$ cat src/kwm_pkg.sv
// Shared types and constants of the k-way time merge block.
`timescale 1ns / 1ps
`default_nettype none

package kwm_pkg;

  localparam int unsigned STAMP_W  = 40;
  localparam int unsigned DATA_W   = 64;
  localparam int unsigned STREAM_W = 3;
  localparam int unsigned COUNT_W  = 4;
  localparam int unsigned STATUS_W = 2;

  localparam logic [COUNT_W-1:0] COUNT_RESET = 4'd8;

  localparam logic OP_RECORD = 1'b0;
  localparam logic OP_END    = 1'b1;

  localparam logic [STATUS_W-1:0] ST_RECORD = 2'd0;
  localparam logic [STATUS_W-1:0] ST_DONE   = 2'd1;
  localparam logic [STATUS_W-1:0] ST_REJECT = 2'd2;

  typedef enum logic [5:0] {
    S_IDLE   = 6'b000001,
    S_DECIDE = 6'b000010,
    S_SCAN   = 6'b000100,
    S_LAST   = 6'b001000,
    S_FETCH  = 6'b010000,
    S_RESULT = 6'b100000
  } state_e;

  typedef struct packed {
    logic clr;
    logic take;
  } cmp_ctl_t;

endpackage

`default_nettype wire

$ cat src/kwm_in_if.sv
// Input channel: record or end marker for one stream.
`timescale 1ns / 1ps
`default_nettype none

interface kwm_in_if
  import kwm_pkg::*;
();
  logic                valid;
  logic                ready;
  logic                opcode;
  logic [STREAM_W-1:0] stream;
  logic [STAMP_W-1:0]  stamp;
  logic [DATA_W-1:0]   price_bits;
  logic [DATA_W-1:0]   amount_bits;

  modport source (
    output valid, opcode, stream, stamp, price_bits, amount_bits,
    input  ready
  );

  modport sink (
    input  valid, opcode, stream, stamp, price_bits, amount_bits,
    output ready
  );
endinterface

`default_nettype wire

$ cat src/kwm_out_if.sv
// Output channel: merged record, done or reject result.
`timescale 1ns / 1ps
`default_nettype none

interface kwm_out_if
  import kwm_pkg::*;
();
  logic                valid;
  logic                ready;
  logic [STATUS_W-1:0] status;
  logic [STREAM_W-1:0] from_stream;
  logic [STAMP_W-1:0]  out_stamp;
  logic [DATA_W-1:0]   out_price_bits;
  logic [DATA_W-1:0]   out_amount_bits;

  modport source (
    output valid, status, from_stream, out_stamp, out_price_bits, out_amount_bits,
    input  ready
  );

  modport sink (
    input  valid, status, from_stream, out_stamp, out_price_bits, out_amount_bits,
    output ready
  );
endinterface

`default_nettype wire

$ cat src/kwm_ram.sv
// Generic single-write, single-read RAM with registered read data.
`timescale 1ns / 1ps
`default_nettype none

module kwm_ram #(
  parameter int unsigned WIDTH = 8,
  parameter int unsigned DEPTH = 8
) (
  input  wire logic                     clk_i,
  input  wire logic                     we_i,
  input  wire logic [$clog2(DEPTH)-1:0] waddr_i,
  input  wire logic [WIDTH-1:0]         wdata_i,
  input  wire logic                     re_i,
  input  wire logic [$clog2(DEPTH)-1:0] raddr_i,
  output logic      [WIDTH-1:0]         rdata_o
);

  logic [WIDTH-1:0] mem_q [DEPTH];

  always_ff @(posedge clk_i) begin
    if (we_i) begin
      mem_q[waddr_i] <= wdata_i;
    end
    if (re_i) begin
      rdata_o <= mem_q[raddr_i];
    end
  end

endmodule

`default_nettype wire

$ cat src/kwm_cmp.sv
// Shared stamp comparator that tracks the earliest head seen in a scan.
`timescale 1ns / 1ps
`default_nettype none

module kwm_cmp
  import kwm_pkg::*;
#(
  parameter int unsigned KEY_W = 40,
  parameter int unsigned IDX_W = 3
) (
  input  wire logic             clk_i,
  input  wire logic             rst_ni,
  input  wire cmp_ctl_t         ctl_i,
  input  wire logic [IDX_W-1:0] idx_i,
  input  wire logic [KEY_W-1:0] stamp_i,
  output logic      [IDX_W-1:0] best_idx_o
);

  logic             have_q, have_d;
  logic [KEY_W-1:0] best_q, best_d;
  logic [IDX_W-1:0] idx_q, idx_d;

  always_comb begin
    have_d = have_q;
    best_d = best_q;
    idx_d  = idx_q;
    if (ctl_i.clr) begin
      have_d = 1'b0;
    end else if (ctl_i.take && (!have_q || (stamp_i < best_q))) begin
      have_d = 1'b1;
      best_d = stamp_i;
      idx_d  = idx_i;
    end
  end

  always_ff @(posedge clk_i or negedge rst_ni) begin
    if (!rst_ni) begin
      have_q <= 1'b0;
    end else begin
      have_q <= have_d;
    end
  end

  always_ff @(posedge clk_i) begin
    best_q <= best_d;
    idx_q  <= idx_d;
  end

  assign best_idx_o = idx_q;

endmodule

`default_nettype wire

$ cat src/k_way_time_merge_core.sv
// Top level of the k-way time merge: sequencer, stream flags, head store and output register.
//
//   channel   | dir | handshake       | payload
//   in_i      | in  | valid / ready   | opcode, stream, stamp, price_bits, amount_bits
//   out_o     | out | valid / ready   | status, from_stream, out_stamp, out_price_bits,
//             |     |                 | out_amount_bits
//   cfg       | in  | cfg_we_i        | cfg_data_i (stream_count)
//
// A record emission passes accept, decide, a read of every head store entry through the one
// comparator, the last compare, the winner fetch and the result. A reject passes accept and
// result, a done result accept, decide and result, an item with no result accept and decide.
// Reset clears the flags and the output valid at once; the head store needs no clearing.
// The result cycle waits while the output register still holds an untaken transaction.
`timescale 1ns / 1ps
`default_nettype none

module k_way_time_merge_core
  import kwm_pkg::*;
#(
  parameter int unsigned STREAMS    = 8,
  parameter int unsigned STAMP_BITS = 40
) (
  input  wire logic               clk_i,
  input  wire logic               rst_ni,
  kwm_in_if.sink                  in_i,
  kwm_out_if.source               out_o,
  input  wire logic               cfg_we_i,
  input  wire logic [COUNT_W-1:0] cfg_data_i
);

  localparam int unsigned IdxW    = $clog2(STREAMS);
  localparam int unsigned KeyW    = (STAMP_BITS < STAMP_W) ? STAMP_BITS : STAMP_W;
  localparam int unsigned EntryW  = KeyW + 2 * DATA_W;
  localparam logic [IdxW-1:0] LastIdx = IdxW'(STREAMS - 1);

  state_e               state_q, state_d;
  logic [COUNT_W-1:0]   count_q;
  logic [STREAMS-1:0]   full_q, full_d;
  logic [STREAMS-1:0]   ended_q, ended_d;
  logic                 done_q, done_d;
  logic [STATUS_W-1:0]  kind_q, kind_d;
  logic [STREAM_W-1:0]  req_stream_q, req_stream_d;
  logic [IdxW-1:0]      cnt_q, cnt_d;
  logic                 rd_go_q;
  logic [IdxW-1:0]      rd_idx_q;

  logic                 out_valid_q, out_valid_d;
  logic [STATUS_W-1:0]  out_status_q, out_status_d;
  logic [STREAM_W-1:0]  out_from_q, out_from_d;
  logic [STAMP_W-1:0]   out_stamp_q, out_stamp_d;
  logic [DATA_W-1:0]    out_price_q, out_price_d;
  logic [DATA_W-1:0]    out_amount_q, out_amount_d;

  logic [STREAMS-1:0]   used_v;
  logic                 any_head, all_ready, any_active;
  logic                 in_acc, s_used, reject, out_free;
  logic [IdxW-1:0]      s_idx;

  logic                 ram_we, ram_re;
  logic [IdxW-1:0]      ram_raddr;
  logic [EntryW-1:0]    ram_wdata, ram_rdata;
  logic [KeyW-1:0]      rd_stamp;
  logic [DATA_W-1:0]    rd_price, rd_amount;

  cmp_ctl_t             cmp_ctl;
  logic [IdxW-1:0]      best_idx;

  always_comb begin
    for (int i = 0; i < STREAMS; i++) begin
      used_v[i] = (32'(i) < 32'(count_q));
    end
  end

  assign any_head   = |(full_q & used_v);
  assign all_ready  = &(full_q | ended_q | ~used_v);
  assign any_active = |(used_v & ~ended_q);

  assign in_i.ready = (state_q == S_IDLE);
  assign in_acc     = in_i.valid && in_i.ready;
  assign s_idx      = IdxW'(in_i.stream);
  assign s_used     = (32'(in_i.stream) < STREAMS)
                      && ({1'b0, in_i.stream} < count_q);
  assign reject     = (in_i.opcode == OP_RECORD)
                      && (!s_used || full_q[s_idx] || ended_q[s_idx]);
  assign out_free   = !out_valid_q || out_o.ready;

  assign ram_we    = in_acc && (in_i.opcode == OP_RECORD) && !reject;
  assign ram_wdata = {KeyW'(in_i.stamp), in_i.price_bits, in_i.amount_bits};
  assign ram_re    = (state_q == S_SCAN) || (state_q == S_FETCH);
  assign ram_raddr = (state_q == S_SCAN) ? cnt_q : best_idx;
  assign rd_stamp  = ram_rdata[EntryW-1 -: KeyW];
  assign rd_price  = ram_rdata[2*DATA_W-1 -: DATA_W];
  assign rd_amount = ram_rdata[DATA_W-1:0];

  kwm_ram #(
    .WIDTH (EntryW),
    .DEPTH (STREAMS)
  ) u_heads (
    .clk_i   (clk_i),
    .we_i    (ram_we),
    .waddr_i (s_idx),
    .wdata_i (ram_wdata),
    .re_i    (ram_re),
    .raddr_i (ram_raddr),
    .rdata_o (ram_rdata)
  );

  assign cmp_ctl.clr  = (state_q == S_DECIDE);
  assign cmp_ctl.take = rd_go_q && used_v[rd_idx_q] && full_q[rd_idx_q];

  kwm_cmp #(
    .KEY_W (KeyW),
    .IDX_W (IdxW)
  ) u_cmp (
    .clk_i      (clk_i),
    .rst_ni     (rst_ni),
    .ctl_i      (cmp_ctl),
    .idx_i      (rd_idx_q),
    .stamp_i    (rd_stamp),
    .best_idx_o (best_idx)
  );

  always_comb begin
    state_d      = state_q;
    full_d       = full_q;
    ended_d      = ended_q;
    done_d       = done_q;
    kind_d       = kind_q;
    req_stream_d = req_stream_q;
    cnt_d        = cnt_q;
    out_valid_d  = out_valid_q && !out_o.ready;
    out_status_d = out_status_q;
    out_from_d   = out_from_q;
    out_stamp_d  = out_stamp_q;
    out_price_d  = out_price_q;
    out_amount_d = out_amount_q;

    unique case (state_q)
      S_IDLE: begin
        if (in_acc) begin
          req_stream_d = in_i.stream;
          if (reject) begin
            kind_d  = ST_REJECT;
            state_d = S_RESULT;
          end else begin
            if (in_i.opcode == OP_RECORD) begin
              full_d[s_idx] = 1'b1;
            end else if (s_used) begin
              ended_d[s_idx] = 1'b1;
            end
            state_d = S_DECIDE;
          end
        end
      end
      S_DECIDE: begin
        if (any_head && all_ready) begin
          kind_d  = ST_RECORD;
          cnt_d   = '0;
          state_d = S_SCAN;
        end else if (!any_head && !any_active && !done_q) begin
          kind_d  = ST_DONE;
          state_d = S_RESULT;
        end else begin
          state_d = S_IDLE;
        end
      end
      S_SCAN: begin
        cnt_d = cnt_q + 1'b1;
        if (cnt_q == LastIdx) begin
          state_d = S_LAST;
        end
      end
      S_LAST: begin
        state_d = S_FETCH;
      end
      S_FETCH: begin
        state_d = S_RESULT;
      end
      S_RESULT: begin
        if (out_free) begin
          out_valid_d  = 1'b1;
          out_status_d = kind_q;
          out_from_d   = '0;
          out_stamp_d  = '0;
          out_price_d  = '0;
          out_amount_d = '0;
          if (kind_q == ST_RECORD) begin
            out_from_d         = STREAM_W'(best_idx);
            out_stamp_d        = STAMP_W'(rd_stamp);
            out_price_d        = rd_price;
            out_amount_d       = rd_amount;
            full_d[best_idx]   = 1'b0;
          end else if (kind_q == ST_REJECT) begin
            out_from_d = req_stream_q;
          end else begin
            done_d = 1'b1;
          end
          state_d = S_IDLE;
        end
      end
      default: begin
        state_d = S_IDLE;
      end
    endcase
  end

  always_ff @(posedge clk_i or negedge rst_ni) begin
    if (!rst_ni) begin
      state_q     <= S_IDLE;
      count_q     <= COUNT_RESET;
      full_q      <= '0;
      ended_q     <= '0;
      done_q      <= 1'b0;
      out_valid_q <= 1'b0;
      rd_go_q     <= 1'b0;
      cnt_q       <= '0;
    end else begin
      state_q     <= state_d;
      full_q      <= full_d;
      ended_q     <= ended_d;
      done_q      <= done_d;
      out_valid_q <= out_valid_d;
      rd_go_q     <= (state_q == S_SCAN);
      cnt_q       <= cnt_d;
      if (cfg_we_i) begin
        count_q <= cfg_data_i;
      end
    end
  end

  always_ff @(posedge clk_i) begin
    kind_q       <= kind_d;
    req_stream_q <= req_stream_d;
    rd_idx_q     <= cnt_q;
    out_status_q <= out_status_d;
    out_from_q   <= out_from_d;
    out_stamp_q  <= out_stamp_d;
    out_price_q  <= out_price_d;
    out_amount_q <= out_amount_d;
  end

  assign out_o.valid           = out_valid_q;
  assign out_o.status          = out_status_q;
  assign out_o.from_stream     = out_from_q;
  assign out_o.out_stamp       = out_stamp_q;
  assign out_o.out_price_bits  = out_price_q;
  assign out_o.out_amount_bits = out_amount_q;

endmodule

`default_nettype wire

$ cat src/flat_wrapper.sv
// flat-port wrapper written by rule: the top's interface ports become plain ports
module k_way_time_merge_core_flat import kwm_pkg::*;
#(
  parameter int unsigned STREAMS    = 8,
  parameter int unsigned STAMP_BITS = 40
)
  (clk_i, rst_ni, cfg_we_i, cfg_data_i, in_i_valid, in_i_opcode, in_i_stream, in_i_stamp, in_i_price_bits, in_i_amount_bits, in_i_ready, out_o_valid, out_o_status, out_o_from_stream, out_o_out_stamp, out_o_out_price_bits, out_o_out_amount_bits, out_o_ready);
  kwm_in_if in_i_i ();
  kwm_out_if out_o_i ();
  input  wire logic clk_i;
  input  wire logic rst_ni;
  input  wire logic cfg_we_i;
  input  wire logic [COUNT_W-1:0] cfg_data_i;
  input wire logic [$bits(in_i_i.valid)-1:0] in_i_valid;
  input wire logic [$bits(in_i_i.opcode)-1:0] in_i_opcode;
  input wire logic [$bits(in_i_i.stream)-1:0] in_i_stream;
  input wire logic [$bits(in_i_i.stamp)-1:0] in_i_stamp;
  input wire logic [$bits(in_i_i.price_bits)-1:0] in_i_price_bits;
  input wire logic [$bits(in_i_i.amount_bits)-1:0] in_i_amount_bits;
  output wire logic [$bits(in_i_i.ready)-1:0] in_i_ready;
  output wire logic [$bits(out_o_i.valid)-1:0] out_o_valid;
  output wire logic [$bits(out_o_i.status)-1:0] out_o_status;
  output wire logic [$bits(out_o_i.from_stream)-1:0] out_o_from_stream;
  output wire logic [$bits(out_o_i.out_stamp)-1:0] out_o_out_stamp;
  output wire logic [$bits(out_o_i.out_price_bits)-1:0] out_o_out_price_bits;
  output wire logic [$bits(out_o_i.out_amount_bits)-1:0] out_o_out_amount_bits;
  input wire logic [$bits(out_o_i.ready)-1:0] out_o_ready;
  assign in_i_i.valid = in_i_valid;
  assign in_i_i.opcode = in_i_opcode;
  assign in_i_i.stream = in_i_stream;
  assign in_i_i.stamp = in_i_stamp;
  assign in_i_i.price_bits = in_i_price_bits;
  assign in_i_i.amount_bits = in_i_amount_bits;
  assign in_i_ready = in_i_i.ready;
  assign out_o_valid = out_o_i.valid;
  assign out_o_status = out_o_i.status;
  assign out_o_from_stream = out_o_i.from_stream;
  assign out_o_out_stamp = out_o_i.out_stamp;
  assign out_o_out_price_bits = out_o_i.out_price_bits;
  assign out_o_out_amount_bits = out_o_i.out_amount_bits;
  assign out_o_i.ready = out_o_ready;
  k_way_time_merge_core #(.STREAMS(STREAMS), .STAMP_BITS(STAMP_BITS)) u_core (.clk_i(clk_i), .rst_ni(rst_ni), .in_i(in_i_i), .out_o(out_o_i), .cfg_we_i(cfg_we_i), .cfg_data_i(cfg_data_i));
endmodule
$ cat config.mk
export PLATFORM = sky130hd
export DESIGN_NAME = k_way_time_merge_core_flat
export DESIGN_NICKNAME = d
export VERILOG_FILES = /design/src/kwm_pkg.sv /design/src/kwm_in_if.sv /design/src/kwm_out_if.sv /design/src/kwm_ram.sv /design/src/kwm_cmp.sv /design/src/k_way_time_merge_core.sv /design/src/flat_wrapper.sv
export SDC_FILE = /design/constraint.sdc
export NUM_CORES = 1
export LEC_CHECK = 0
export BUFFER_PORTS_ARGS = -buffer_cell sky130_fd_sc_hd__clkbuf_2
export CAP_MARGIN = 0
export CORE_AREA = 2 2 359 628
export CTS_CLUSTER_SIZE = 30
export DETAILED_ROUTE_END_ITERATION = 7
export DIE_AREA = 0 0 361 630
export PLACE_DENSITY = 0.48
export SETUP_SLACK_MARGIN = 0.3
export SYNTH_ARGS = -nofsm -noshare
export SYNTH_HDL_FRONTEND = slang
export SYNTH_SLANG_ARGS = --single-unit
$ cat constraint.sdc
create_clock -name clk_i -period 39.4 [get_ports clk_i]
set_input_delay 5.91 -clock clk_i [delete_from_list [all_inputs] [get_ports clk_i]]
set_output_delay 5.91 -clock clk_i [all_outputs]
set_load 0.1 [all_outputs]
---- Word level (Yosys, flattened, before mapping) ----
Memories as Yosys holds them, arrays and structs flattened. A register that Yosys moved wholly into a read port is not among the register bits.
Index checks and enable logic that the tools add are counted.
W data, S select, Z words.
cells by class
  reduce and logical (&&, ||, !) cells .... 43
  add/subtract/negate cells ............... 1
  order comparisons ....................... 15
  equal/unequal tests ..................... 17
  div/mod/pow operators ................... 0
  mux-type cells .......................... 41
  multipliers ............................. 0
  shifts and indexed selects .............. 0
  bitwise logic cells ..................... 15
operators with widths
  kind                  number
  $lt A40 B40 Y1        1
  $mux W8               5
  $mux W6               6
  $pmux W6 S6           1
  $or A8 B8 Y8          4
  $and A8 B8 Y8         3
  $not A8 Y8            3
  $lt A3 B4 Y1 const A  4
  $pmux W8 S2           1
  $reduce_or A8 Y1      2
  $logic_and A1 B1 Y1   13
  $bmux W1 S3           4
  $lt A3 B4 Y1 const B  3
  $mux W1               12
  $mux W3               4
  $ne A2 B2 Y1 const B  5
  $logic_not A1 Y1      8
  $lt A1 B4 Y1 const A  2
  $lt A2 B4 Y1 const A  2
  $mux W2               4
  $reduce_and A2 Y1     4
  $reduce_and A4 Y1     2
  $reduce_and A8 Y1     1
  $reduce_bool A2 Y1    4
  22 further kinds      34
storage, ports and cells
  output and inout bits ................... 175
  memory bits (writable) .................. 1344
  input port bits ......................... 181
  register bits after elaboration ......... 257
  memory bits (read-only) ................. 0
  word-level logic and storage cells ...... 152
  bits in latches ......................... 0
  memories kept ........................... 1
memories
  memory                depth  width  rd ports  clocked after memory_dff  write ports  RTL line       RTL
  u_core.u_heads.mem_q  8      168    1         1                         1            kwm_ram.sv:18  logic [WIDTH-1:0] mem_q [DEPTH];

---- Logic depth before layout (Yosys ltp) ----
Gate-level depths: netlist of the first run.
  word-level depth ........................ 9
  depth in mapped cells ................... 11
  depth with buffers taken out ............ 8

---- Modules after synthesis ----
Synthesis of the first run repeated with hierarchy kept, for this count alone.
unflattened totals
  cells, all modules ...................... 2927
  area, all modules ....................... 66423.7 um^2
modules (own cells, without submodules)
  module                 times used  area an instance (um^2)  sequential area each (um^2)  cells an instance
  kwm_ram                1           55361.8                  45403.5                      2123
  k_way_time_merge_core  1           8760.9                   6208.5                       620
  kwm_cmp                1           2301.0                   1316.3                       184

---- Worst setup path before layout of the first run ----
OpenSTA, ideal clock, no wires.
  path kind ............................... input to register
  start ................................... input port in_i_stream[1]
  end ..................................... memory u_core.u_heads.mem_q[5][0] (netlist name) (enable)
  setup slack ............................. 20079 ps
  data required time ...................... 38498 ps
  stages on the path ...................... 7
  library setup time ...................... 902 ps
  buffers on the path ..................... 1
  arrival ................................. 18420 ps
  cell sequence ........................... clkbuf_1 -> nor3b_1 -> o31ai_1 -> o22ai_1 -> nor4b_4 -> nand2b_1 -> nor3_1
between the ends
  word-level cells in the longest chain between the ends .. 9
  elaborated cells on any way between the ends .. 13
  classes of those cells .................. 1 x order compare; 6 x mux; 6 x reduce/logical
RTL lines
  element                                      RTL line                                                  RTL
  start, declared                              flat_wrapper.sv:16                                        input wire logic [$bits(in_i_i.stream)-1:0] in_i_stream;
  $lt A3 B4 Y1 or $bmux W1 S3 (tied branches)  k_way_time_merge_core.sv:82, k_way_time_merge_core.sv:84
  $logic_not A1 Y1 or $mux W1 (tied branches)  k_way_time_merge_core.sv:84                               && (!s_used || full_q[s_idx] || ended_q[s_idx]);
  $logic_or A1 B1 Y1 (2 in series)             k_way_time_merge_core.sv:84
  $logic_and A1 B1 Y1                          k_way_time_merge_core.sv:84
  $logic_not A1 Y1                             k_way_time_merge_core.sv:87                               assign ram_we = in_acc && (in_i.opcode == OP_RECORD) && !reject;
  $logic_and A1 B1 Y1                          k_way_time_merge_core.sv:87
  $mux W1                                      kwm_ram.sv:21                                             if (we_i) begin
  $mux W1 (not written as such)                kwm_ram.sv:22                                             mem_q[waddr_i] <= wdata_i;
  end, declared                                kwm_ram.sv:18
Parallel ways exist; a longest one is shown, timed or not. The select of a mux whose other input is x is not followed.

---- Final worst setup path of the first run ----
  start ................................... input port in_i_stream[1]
  end ..................................... memory u_core.u_heads.mem_q[4][43] (netlist name) (enable)
Same word-level chain as after synthesis.

==> results of run 1 <==
-- flip-flops by register name, summed over array words and instances, names as in the netlist, 2 cells and up --
| name | count |
|---|---|
| u_core.u_heads.mem_q | 1344 |
| u_core.out_o.out_price_bits | 64 |
| u_core.req_stream_q | 3 |
| u_core.count_q | 4 |
| u_core.u_heads.rdata_o | 168 |
| u_core.state_q | 6 |
| u_core.rd_idx_q | 3 |
| u_core.u_cmp.best_idx_o | 3 |
| u_core.full_q | 8 |
| u_core.out_o.out_amount_bits | 64 |
| u_core.out_o.status | 2 |
| u_core.ended_q | 8 |
| u_core.cnt_q | 3 |
| u_core.u_cmp.best_q | 40 |
| u_core.kind_q | 2 |
| u_core.out_o.from_stream | 3 |
| u_core.out_o.out_stamp | 40 |
-- worst max-delay path, delay by kind of cell --
family | cells | cell delay [ps]
fa+ha+maj | 1 | 300
buf+inv | 4 | 2460
compound gates | 2 | 260
simple gates | 2 | 760
-- metal layers --
layer	up-vias	track usage	wire length [µm]
met4	40	0.0416	4570
met5	-	0	252
met3	322	0.0296	8660
li1	13824	-	-
met2	727	0.249	83300
met1	16512	0.181	67900
-- final cells by class --
class                      count  area (µm²)
antenna                       13        32.5
multi-input combinational   1314       12800
fill                       20857      145000
clock buffer                 204        4650
inverter                      56         223
tap                         2887        3610
clock inverter               106         951
timing repair buffer         410        2230
sequential                  1769       52900
-- cell usage after synthesis (all sizes together), types with 2 or more instances --
cell / count
a31oi: 2
o211ai: 6
a32oi: 2
nor4: 6
nand2b: 4
nand3b: 3
nand3: 11
dfxtp: 3
a21o: 11
a21oi: 26
a2bb2oi: 3
and2: 169
o22ai: 4
a211oi: 6
o32a: 3
o31ai: 4
ha: 43
nor3: 9
o21ai: 22
mux4: 336
a22oi: 4
dfstp: 2
o22a: 2
dfrtp: 31
clkbuf: 64
mux2i: 9
or3: 3
nor4b: 3
a31o: 2
nor3b: 3
and3: 3
inv: 55
nor2b: 9
a211o: 2
nand4: 7
nand2: 539
buf: 77
edfxtp: 1733
nor2: 38
or4: 2
-- cell families (layout without fill, tap and decap cells) --
group | after synthesis | after routing | synth area share
and+or+nand+nor | 815 | 815 | 0.0556
xor gates and xnor gates | 1 | 1 | 0.000132
DFF | 1769 | 1769 | 0.796
buffers and inverters | 197 | 776 | 0.0137
AOI/OAI and AO/OA | 109 | 109 | 0.0110
muxes | 345 | 345 | 0.115
other | 0 | 13 | 0
adders and majority gates | 44 | 44 | 0.00824
-- power breakdown --
part / internal, mW / switching, mW
sequential: 2.11 / 0.0266
clock: 0.945 / 0.724
combinational: 0.0676 / 0.186
total: 3.12 / 0.937
-- path summary, 6_finish.rpt --
path | start | endpoint | depth (start not counted)
max | in_i_stream[1] | u_core.u_heads.mem_q[4][43]$_DFFE_PP_ | 9
min | u_core.u_heads.rdata_o[148]$_DFFE_PP_ | u_core.u_cmp.best_q[20]$_DFFE_PP_ | 0
max reg2reg | u_core.state_q[2]$_DFFE_PN0P_ | u_core.u_heads.rdata_o[113]$_DFFE_PP_ | 12
min reg2reg | u_core.u_heads.rdata_o[148]$_DFFE_PP_ | u_core.u_cmp.best_q[20]$_DFFE_PP_ | 0
max in group asynchronous | rst_ni | u_core.full_q[4]$_DFFE_PN0P_ | 1
min in group asynchronous | rst_ni | u_core.ended_q[0]$_DFFE_PN0P_ | 1
-- through the flow --
stage               setup slack, ps  cell area, µm²   util  cells
CTS                           29770           77400  0.348   6746
global placement              28870           71800  0.323   6436
global route                  29660           77400  0.348   6748
floorplan                     20080           66500      -   3280
detailed placement            28910           71800  0.323   6436
finish                        29930           77400  0.349   6759
==> results.md, run 1 <==
- Asr flop ratio synth: 0.0187
- PD cells: 52.5 mW/mm²
- Commonest non-fill, non-tap cell in the layout: edfxtp_1
- Worst-path clk slew: 60 ps
- Vias in the first global route: 33.7k
- Routability Congestion: 0.775
- Starting Density: 0.299
- Die footprint: 0.227 mm²
- Synth Area per Inst: 20.3 µm²
- Worst-margin pin slew: 1140 ps
- CTS max path bufs: 4
- Pwr Total: 4.06 mW
- Max_slew headroom: 0.240
- CP Class: in2reg
- RSZ-0062 raised after global routing: false
- Setup Viol. Count Final: 0
- Startpoint Class: input pin
- WP data required: 39,800 ps
- Clock buffer count from CTS: 177
- Synth top area cells: edfxtp_1 (78%), mux4_2 (11%), nand2_1 (3.0%), and2_1 (1.6%), dfrtp_1 (1.2%)
- 1st-pass router iterations: 5
- Maximum operating frequency: 106 MHz
- CTS tree: yes
- Post-layout min period: 9470 ps
- Slowest stage delay, CP: 730 ps
- # hold bufs at CTS: 0
- Gr usage total: 0.144
- Hold Path Class: reg2reg
- FP Rows: 229
- Hold WS: 484 ps
- Die W: 361 µm
- Kind of end point of the critical path: flip-flop
- Synth area leader: edfxtp_1
- Syn_nets: 3,504
- Clock root buffer: clkbuf_16
- Syn Inst Count: 3,280
- CTS-repair resized insts: 0
- Setup bufs post-CTS: 0
- Synth Flop Type: edfxtp_1
- Nets@finish: 3,952
- CP dominant cell by count: buf_4
- EDFF count, synth: 1,733
- Vias per inst: 4.65
- Port Buffers: 355
- Global-route wire length before repair: 240,000 µm
- Commonest cells after routing, fill and taps aside: edfxtp_1 (1,733), nand2_1 (538), clkbuf_2 (355)
- Clock Sinks: 1,769
- Setup_tns: 0 ps
- Drt wl/cell: 24.4 µm
- Final WL: 165,000 µm
- H-Tree Depth: 4
- Drc violations: 0
- Worst Path Max Fanout: 46
- Cell variety after synth: 68
- Peak VDD IR: 0.0462 mV
- Status: finished clean
- Slew Limit Fails: 0
- Die H: 630 µm
- FF-to-FF setup slack: 33,210 ps
- DP Wirelength: 97,000 µm
- Clock skew: 81.0 ps
- Antenna viol nets, final: 0
- Critical-path top delay cell: buf_4
- Grt total ovfl: 0
- Initial antenna violation count: 57
- Clock latency on the worst-skew pair: 840 ps
- Critical path arrival: 9880 ps
- Final Hold Fails: 0
- Sequential share of the synthesized area: 0.796
- Period utilization: 0.240
- Area of the core: 0.222 mm²
- I/O pin count: 356
- Fraction of layout cells with a size suffix above 1: 0.268
- Synth Cell Area: 0.0665 mm²
- Static Leak: 25.6 nW
- Vias: 31.4k
- Layout area overhead: 16.4%
- Iteration-0 DRC Markers: 2,017
- Synthesis warning total: 0
- Post-synth top area share: 0.783
- Yosys reg bits: 1,769
- Largest net degree at the start of global routing: 123
- Worst-path cell chain: clkbuf_2, ha_1, o21ai_0, a211oi_1, nor4b_4, nor4b_4, buf_4, buf_4, buf_4
- Max-cap violations: 0
Power figures use the tool's default switching activity.
==> inputs of run 2 (changes only) <==
==> constraint.sdc (replaced) <==
create_clock -name clk_i -period 9.1 [get_ports clk_i]
set_input_delay 1.365 -clock clk_i [delete_from_list [all_inputs] [get_ports clk_i]]
set_output_delay 1.365 -clock clk_i [all_outputs]
set_load 0.1 [all_outputs]
==> run 2 against run 1 <==
Clock-buffer cell count down 2. Total power increased to 4.4 times the previous value. Critical path type unchanged. Cell area up 0.28%. Register-to-register slack worse by 28000 ps. Sequential share of layout area shrank 0.19 points. Hold slack worse by 8.8 ps. Core utilization increased by 0.097 points.
==> results.md, run 2 (same netlist as run 1, synthesis figures left out) <==
- Final Hold Fails: 0 (unchanged)
- Final Worst Setup Slack: 4620 ps (was 29,930 ps)
- Vias per inst: 4.68 (was 4.65)
- Biggest register: u_core.u_heads.mem_q (unchanged)
- Status: finished clean (unchanged)
- Die footprint: 0.227 mm² (unchanged)
- PD cells: 229 mW/mm² (was 52.5 mW/mm²)
- Antenna viol nets, final: 0 (unchanged)
- Starting Density: 0.299 (unchanged)
- Final WL: 164,000 µm (was 165,000 µm)
- Gr usage total: 0.143 (was 0.144)
- Area of the multi-input gates: 0.0128 mm² (about the same)
- Die W: 361 µm (unchanged)
- Startpoint Class: input pin (unchanged)
- CTS tree: yes (unchanged)
- Hold Path Class: reg2reg (unchanged)
- Slew Limit Fails: 0 (unchanged)
- Fraction of layout cells with a size suffix above 1: 0.262 (was 0.268)
- Max-cap violations: 0 (unchanged)
- Routability Congestion: 0.825 (was 0.775)
- Period utilization: 0.492
- Clock latency on the worst-skew pair: 820 ps (was 840 ps)
- Pre-CTS setup slack: 3720 ps (was 28,910 ps)
- Family with the most delay on the worst path: simple AND/OR/NAND/NOR gates (was buffers and inverters)
- Worst Path Max Fanout: 50 (was 46)
- H-Tree Depth: 4 (unchanged)
- Die H: 630 µm (unchanged)
- Port Buffers: 355 (unchanged)
- Kind of end point of the critical path: flip-flop (unchanged)
- Global-route wire length before repair: 239,000 µm (was 240,000 µm)
- Maximum operating frequency: 223 MHz
- Worst-margin pin slew: 1330 ps (was 1140 ps)
- Largest net degree at the start of global routing: 171 (was 123)
- Iteration-0 DRC Markers: 2,113 (was 2,017)
- Static Leak: 25.6 nW (about the same)
- Worst-path clk slew: 60 ps (about the same)
- Clock skew: 59.6 ps (was 81.0 ps)
- Critical path arrival: 4860 ps (was 9880 ps)
- CP Class: in2reg (unchanged)
- Drc violations: 0 (unchanged)
- Clock Sinks: 1,769 (unchanged)
- Worst-path cell chain: clkbuf_2, ha_1, o21ai_0, a211oi_1, or4_1, nor2_4, buf_4 (was clkbuf_2, ha_1, o21ai_0, a211oi_1, nor4b_4, nor4b_4, buf_4, buf_4, buf_4)
- Drt wl/cell: 24.3 µm (was 24.4 µm)
- I/O pin count: 356 (unchanged)
- Clock root buffer: clkbuf_16 (unchanged)
- Biggest regs: u_core.u_heads.mem_q x1344, u_core.u_heads.rdata_o x168 (unchanged)
- CTS-repair resized insts: 0 (unchanged)
- Peak VDD IR: 0.138 mV (was 0.0462 mV)
- Area of the core: 0.222 mm² (unchanged)
- Register Area: 0.0529 mm² (unchanged)
- Setup_tns: 0 ps (unchanged)
- Vias in the first global route: 33.9k (was 33.7k)
- DP Wirelength: 87,600 µm (was 97,000 µm)
- FP Rows: 229 (unchanged)
- RSZ-0062 raised after global routing: false (unchanged)
- # hold bufs at CTS: 0 (unchanged)
- Grt total ovfl: 0 (unchanged)
- Setup bufs post-CTS: 0 (unchanged)
- Max_slew headroom: 0.110 (was 0.240)
- WP data required: 9480 ps (was 39,800 ps)
- Setup Viol. Count Final: 0 (unchanged)
- CP bufs+invs: 2 (was 4)
- Post-layout min period: 4480 ps
- Layout area overhead: 16.7% (was 16.4%)
- CTS max path bufs: 4 (unchanged)
- Nets@finish: 3,937 (was 3,952)
- Slowest stage delay, CP: 920 ps (was 730 ps)
- 1st-pass router iterations: 7 (was 5)
- Critical-path top delay cell: nor2_4 (was buf_4)
- Commonest cells after routing, fill and taps aside: edfxtp_1 (1,733), nand2_1 (538), clkbuf_2 (355) (unchanged)
- Commonest non-fill, non-tap cell in the layout: edfxtp_1 (unchanged)
- Initial antenna violation count: 64 (was 57)
- Largest register FFs: 1,344 (unchanged)
- Fill count: 20.7k (was 20.9k)
- Vias: 31.6k (was 31.4k)
- Clock buffer count from CTS: 177 (unchanged)
==> run 2: final cells by class <==
class                      instances  area share
antenna                           18    0.000580
clock buffer                     202      0.0586
clock inverter                   106      0.0152
inverter                          56     0.00287
multi-input combinational       1314       0.165
sequential                      1769       0.682
tap                             2887      0.0465
timing repair buffer             395      0.0295
==> run 2: path summary, 6_finish.rpt <==
check                                                        end                          start  depth (start not counted)  slack (ps)
max                        u_core.u_heads.mem_q[0][34]$_DFFE_PP_                 in_i_stream[1]                          7        4620
min                         u_core.u_cmp.best_idx_o[1]$_DFFE_PP_     u_core.rd_idx_q[1]$_DFF_P_                          0         470
max reg2reg                u_core.u_heads.mem_q[0][34]$_DFFE_PP_  u_core.count_q[2]$_DFFE_PN0P_                          7        4780
min reg2reg                 u_core.u_cmp.best_idx_o[1]$_DFFE_PP_     u_core.rd_idx_q[1]$_DFF_P_                          0         470
max in group asynchronous           u_core.full_q[6]$_DFFE_PN0P_                         rst_ni                          1        7840
min in group asynchronous           u_core.full_q[2]$_DFFE_PN0P_                         rst_ni                          1         680
==> run 2: worst reg2reg max path: stages (launching register included) <==
cell and delay (ps):
dfrtp_1 600, inv_1 240, ha_1 320, nor2_1 90, a211oi_1 120, or4_1 670
nor2_4 920, buf_4 900
==> run 2: report_power, final <==
group          switching (mW)  internal [mW]  total (mW)
clock                    3.12           4.27        7.39
sequential              0.120           9.14        9.26
combinational           0.802          0.297        1.10
==> run 2: routing by layer <==
| metal | wire length [µm] | track usage |
|---|---|---|
| met3 | 10100 | 0.0356 |
| met4 | 4710 | 0.0426 |
| met5 | 462 | 0 |
| met2 | 80500 | 0.241 |
| met1 | 68500 | 0.182 |
==> run 2: metrics by stage <==
stage | area (µm²) | cells | hold slack [ps] | power [mW] | util
after floorplan | 66500 | 3280 | 393 | 10.2 | -
after global placement | 71800 | 6421 | 460 | 10.5 | 0.323
after detailed placement | 71800 | 6421 | 462 | 10.6 | 0.323
after CTS | 77600 | 6729 | 476 | 18.0 | 0.349
after global routing | 77600 | 6731 | 504 | 18.4 | 0.349
final | 77600 | 6747 | 475 | 17.7 | 0.349
==> inputs of run 3 (changes only) <==
--- a/config.mk
+++ b/config.mk
@@ -5,13 +5,14 @@
 export SDC_FILE = /design/constraint.sdc
 export NUM_CORES = 1
 export LEC_CHECK = 0
+export ABC_AREA = 1
 export BUFFER_PORTS_ARGS = -buffer_cell sky130_fd_sc_hd__clkbuf_2
 export CAP_MARGIN = 0
-export CORE_AREA = 2 2 359 628
+export CORE_AREA = 2 2 374 654
 export CTS_CLUSTER_SIZE = 30
 export DETAILED_ROUTE_END_ITERATION = 7
-export DIE_AREA = 0 0 361 630
-export PLACE_DENSITY = 0.48
+export DIE_AREA = 0 0 376 656
+export PLACE_DENSITY = 0.49
 export SETUP_SLACK_MARGIN = 0.3
 export SYNTH_ARGS = -nofsm -noshare
 export SYNTH_HDL_FRONTEND = slang
==> constraint.sdc (replaced) <==
create_clock -name clk_i -period 3.65 [get_ports clk_i]
set_input_delay 0.5475 -clock clk_i [delete_from_list [all_inputs] [get_ports clk_i]]
set_output_delay 0.5475 -clock clk_i [all_outputs]
set_load 0.1 [all_outputs]
==> run 3 against run 2 <==
Highest routed layer unchanged. Cell count is 43% higher. Largest power group unchanged. Largest cell class unchanged. Total power rose to 2.7 times the previous value. Worst setup slack got worse by 3900 ps.
==> results.md, run 3 <==
- Kind of end point of the critical path: flip-flop (unchanged)
- Synth area leader: edfxtp_1 (unchanged)
- Antenna viol nets, final: 0 (unchanged)
- Routability Congestion: 0.891 (was 0.825)
- Pre-CTS setup slack: 598 ps (was 3720 ps)
- Hold Path Class: in2reg (was reg2reg)
- Synth Cell Area: 0.0721 mm² (was 0.0665 mm²)
- FP Rows: 239 (was 229)
- Largest net degree at the start of global routing: 133 (was 171)
- H-Tree Depth: 4 (unchanged)
- Pwr Total: 47.1 mW (was 17.7 mW)
- Final WL: 181,000 µm (was 164,000 µm)
- Die footprint: 0.247 mm² (was 0.227 mm²)
- Clock buffer count from CTS: 180 (was 177)
- EDFF count, synth: 1,733 (unchanged)
- Fill count: 23.7k (was 20.7k)
- Clock skew: 53.4 ps (was 59.6 ps)
- Sequential share of the synthesized area: 0.734 (was 0.796)
- WP data required: 4260 ps (was 9480 ps)
- Status: finished clean (unchanged)
- Post-Layout Cell Count: 9,677 (was 6,747)
- Largest register FFs: 1,344 (unchanged)
- Worst-margin pin slew: 893 ps (was 1330 ps)
- Cell variety after synth: 33 (was 68)
- Commonest non-fill, non-tap cell in the layout: edfxtp_1 (unchanged)
- I/O pin count: 356 (unchanged)
- Vias in the first global route: 43.0k (was 33.9k)
- Static Leak: 33.8 nW (was 25.6 nW)
- Global-route wire length before repair: 273,000 µm (was 239,000 µm)
- Final Hold Fails: 0 (unchanged)
- Final Worst Setup Slack: 751 ps (was 4620 ps)
- Nets@finish: 6,635 (was 3,937)
- Max_slew headroom: 0.405 (was 0.110)
- Biggest regs: u_core.u_heads.mem_q x1344, u_core.u_heads.rdata_o x168 (unchanged)
- Grt total ovfl: 0 (unchanged)
- Synth Flop Type: edfxtp_1 (unchanged)
- Startpoint Class: flip-flop (was input pin)
- Setup Viol. Count Final: 0 (unchanged)
- Vias: 42.9k (was 31.6k)
- Peak VDD IR: 0.359 mV (was 0.138 mV)
- CTS tree: yes (unchanged)
- Clock root buffer: clkbuf_16 (unchanged)
- Hold WS: 68.1 ps (was 475 ps)
- PD cells: 551 mW/mm² (was 229 mW/mm²)
- RSZ-0062 raised after global routing: false (unchanged)
- Worst-path clk slew: 60 ps (about the same)
- Biggest register: u_core.u_heads.mem_q (unchanged)
- Drc violations: 0 (unchanged)
- Drt wl/cell: 18.7 µm (was 24.3 µm)
- Syn Inst Count: 5,899 (was 3,280)
- Syn_nets: 6,123 (was 3,504)
- Initial antenna violation count: 34 (was 64)
- Commonest cells after routing, fill and taps aside: edfxtp_1 (1,733), nand2_1 (1,333), inv_1 (1,104) (was edfxtp_1 (1,733), nand2_1 (538), clkbuf_2 (355))
- Clock latency on the worst-skew pair: 820 ps (about the same)
- Yosys reg bits: 1,769 (unchanged)
- Period utilization: 0.794
- Synth top area cells: edfxtp_1 (72%), nand2_1 (6.9%), inv_1 (5.8%), o211ai_1 (5.3%), or2_2 (1.5%) (was edfxtp_1 (78%), mux4_2 (11%), nand2_1 (3.0%), and2_1 (1.6%), dfrtp_1 (1.2%))
- Iteration-0 DRC Markers: 2,592 (was 2,113)
- Layout area overhead: 18.4% (was 16.7%)
- Post-layout min period: 2900 ps
- Placed insts: 9,233 (was 6,421)
- Fraction of layout cells with a size suffix above 1: 0.142 (was 0.262)
- Die H: 656 µm (was 630 µm)
- CP Class: reg2reg (was in2reg)
- Asr flop ratio synth: 0.0187 (unchanged)
- Critical path arrival: 3510 ps (was 4860 ps)
- Die W: 376 µm (was 361 µm)
- Worst Path Max Fanout: 53 (was 50)
- Gr usage total: 0.145 (was 0.143)
- Slew Limit Fails: 0 (unchanged)
- Starting Density: 0.298 (was 0.299)
- Synthesis warning total: 0 (unchanged)
- 1st-pass router iterations: 7 (unchanged)
- Synth Area per Inst: 12.2 µm² (was 20.3 µm²)
- Clock Sinks: 1,769 (unchanged)
- Post-synth top area share: 0.722 (was 0.783)
- Count leader, synth: edfxtp_1 (unchanged)
- CTS max path bufs: 4 (unchanged)
- DP Wirelength: 113,000 µm (was 87,600 µm)
- Port Buffers: 355 (unchanged)
- Vias per inst: 4.43 (was 4.68)
- Maximum operating frequency: 345 MHz
- Post-synth top cells: edfxtp_1 (1,733), nand2_1 (1,335), inv_1 (1,106) (was edfxtp_1 (1,733), nand2_1 (539), mux4_2 (336))
- Area of the core: 0.242 mm² (was 0.222 mm²)
- Max-cap violations: 0 (unchanged)
-- run 3: layout make-up --
cell class,count,area [µm²],share of cell area
clock inverters,90,872,0.0102
flip-flops and latches,1769,52900,0.620
multi-input cells,2737,13800,0.161
clock buffers,215,4700,0.0550
repair buffers,613,4960,0.0581
diodes,10,25.0,0.000293
inverters,1110,4190,0.0490
well taps,3133,3920,0.0459
-- run 3: logic make-up (layout without fill, tap and decap cells) --
kind of cell             Yosys count  after routing  share of synthesized area
AO/OA/AOI/OAI                    758            758                     0.0707
adder cells (fa/ha/maj)           43             43                    0.00746
buffers and inverters           1393           2028                     0.0766
flip-flops                      1769           1769                      0.734
other                              0             10                          0
AND/OR/NAND/NOR                 1936           1936                      0.111
-- run 3: repair_timing --
item                       in CTS  in global routing
setup buffers                   0                  0
resized for setup               0                  0
setup endpoints to repair       0                  0
hold endpoints to repair      891                  0
hold buffers                  129                  0
-- run 3: critical path: stages (launching register included) --
cell and delay, ps:
dfrtp_1 410, nor2_2 220, nand3_4 200, o21ai_4 580
buf_12 360, buf_4 370, o211ai_1 150, nand2_1 80
inv_1 40, o21ai_1 200
-- run 3: routing by layer --
metal / part of all wire / GRT usage / routed length, µm
met1: 0.44 / 0.189 / 79900
met2: 0.49 / 0.250 / 89000
met3: 0.042 / 0.0232 / 7580
met4: 0.024 / 0.0377 / 4290
met5: 0.00099 / 0 / 179
-- run 3: worst paths after layout --
check	startpoint	to	slack, ps	depth (start not counted)
worst max register to register	u_core.state_q[1]$_DFFE_PN0P_	u_core.u_heads.rdata_o[33]$_DFFE_PP_	750	9
worst min-delay path	in_i_stamp[18]	u_core.u_heads.mem_q[7][146]$_DFFE_PP_	70	1
max in group asynchronous	rst_ni	u_core.out_o.valid$_DFF_PN0_	2660	2
worst min register to register	u_core.cnt_q[2]$_DFFE_PN0P_	u_core.rd_idx_q[2]$_DFF_P_	430	0
min in group asynchronous	rst_ni	u_core.count_q[0]$_DFFE_PN0P_	380	2
worst max-delay path	u_core.state_q[1]$_DFFE_PN0P_	u_core.u_heads.rdata_o[33]$_DFFE_PP_	750	9
-- run 3: through the flow --
| stage | instance area (µm²) | util | setup TNS, ps |
|---|---|---|---|
| floorplan | 72200 | - | -2388110 |
| global placement | 78500 | 0.325 | 0 |
| detailed placement | 78500 | 0.325 | 0 |
| CTS | 85300 | 0.353 | 0 |
| global route | 85400 | 0.353 | 0 |
| finish | 85400 | 0.353 | 0 |
-- run 3: power by group --
group          switching, mW  leakage, nW  internal [mW]  total, mW
logic                   4.24         15.0           1.41       5.64
clock network           7.81         2.72           10.2       18.0
registers              0.313         16.0           23.1       23.4
total                   12.4         33.8           34.7       47.1
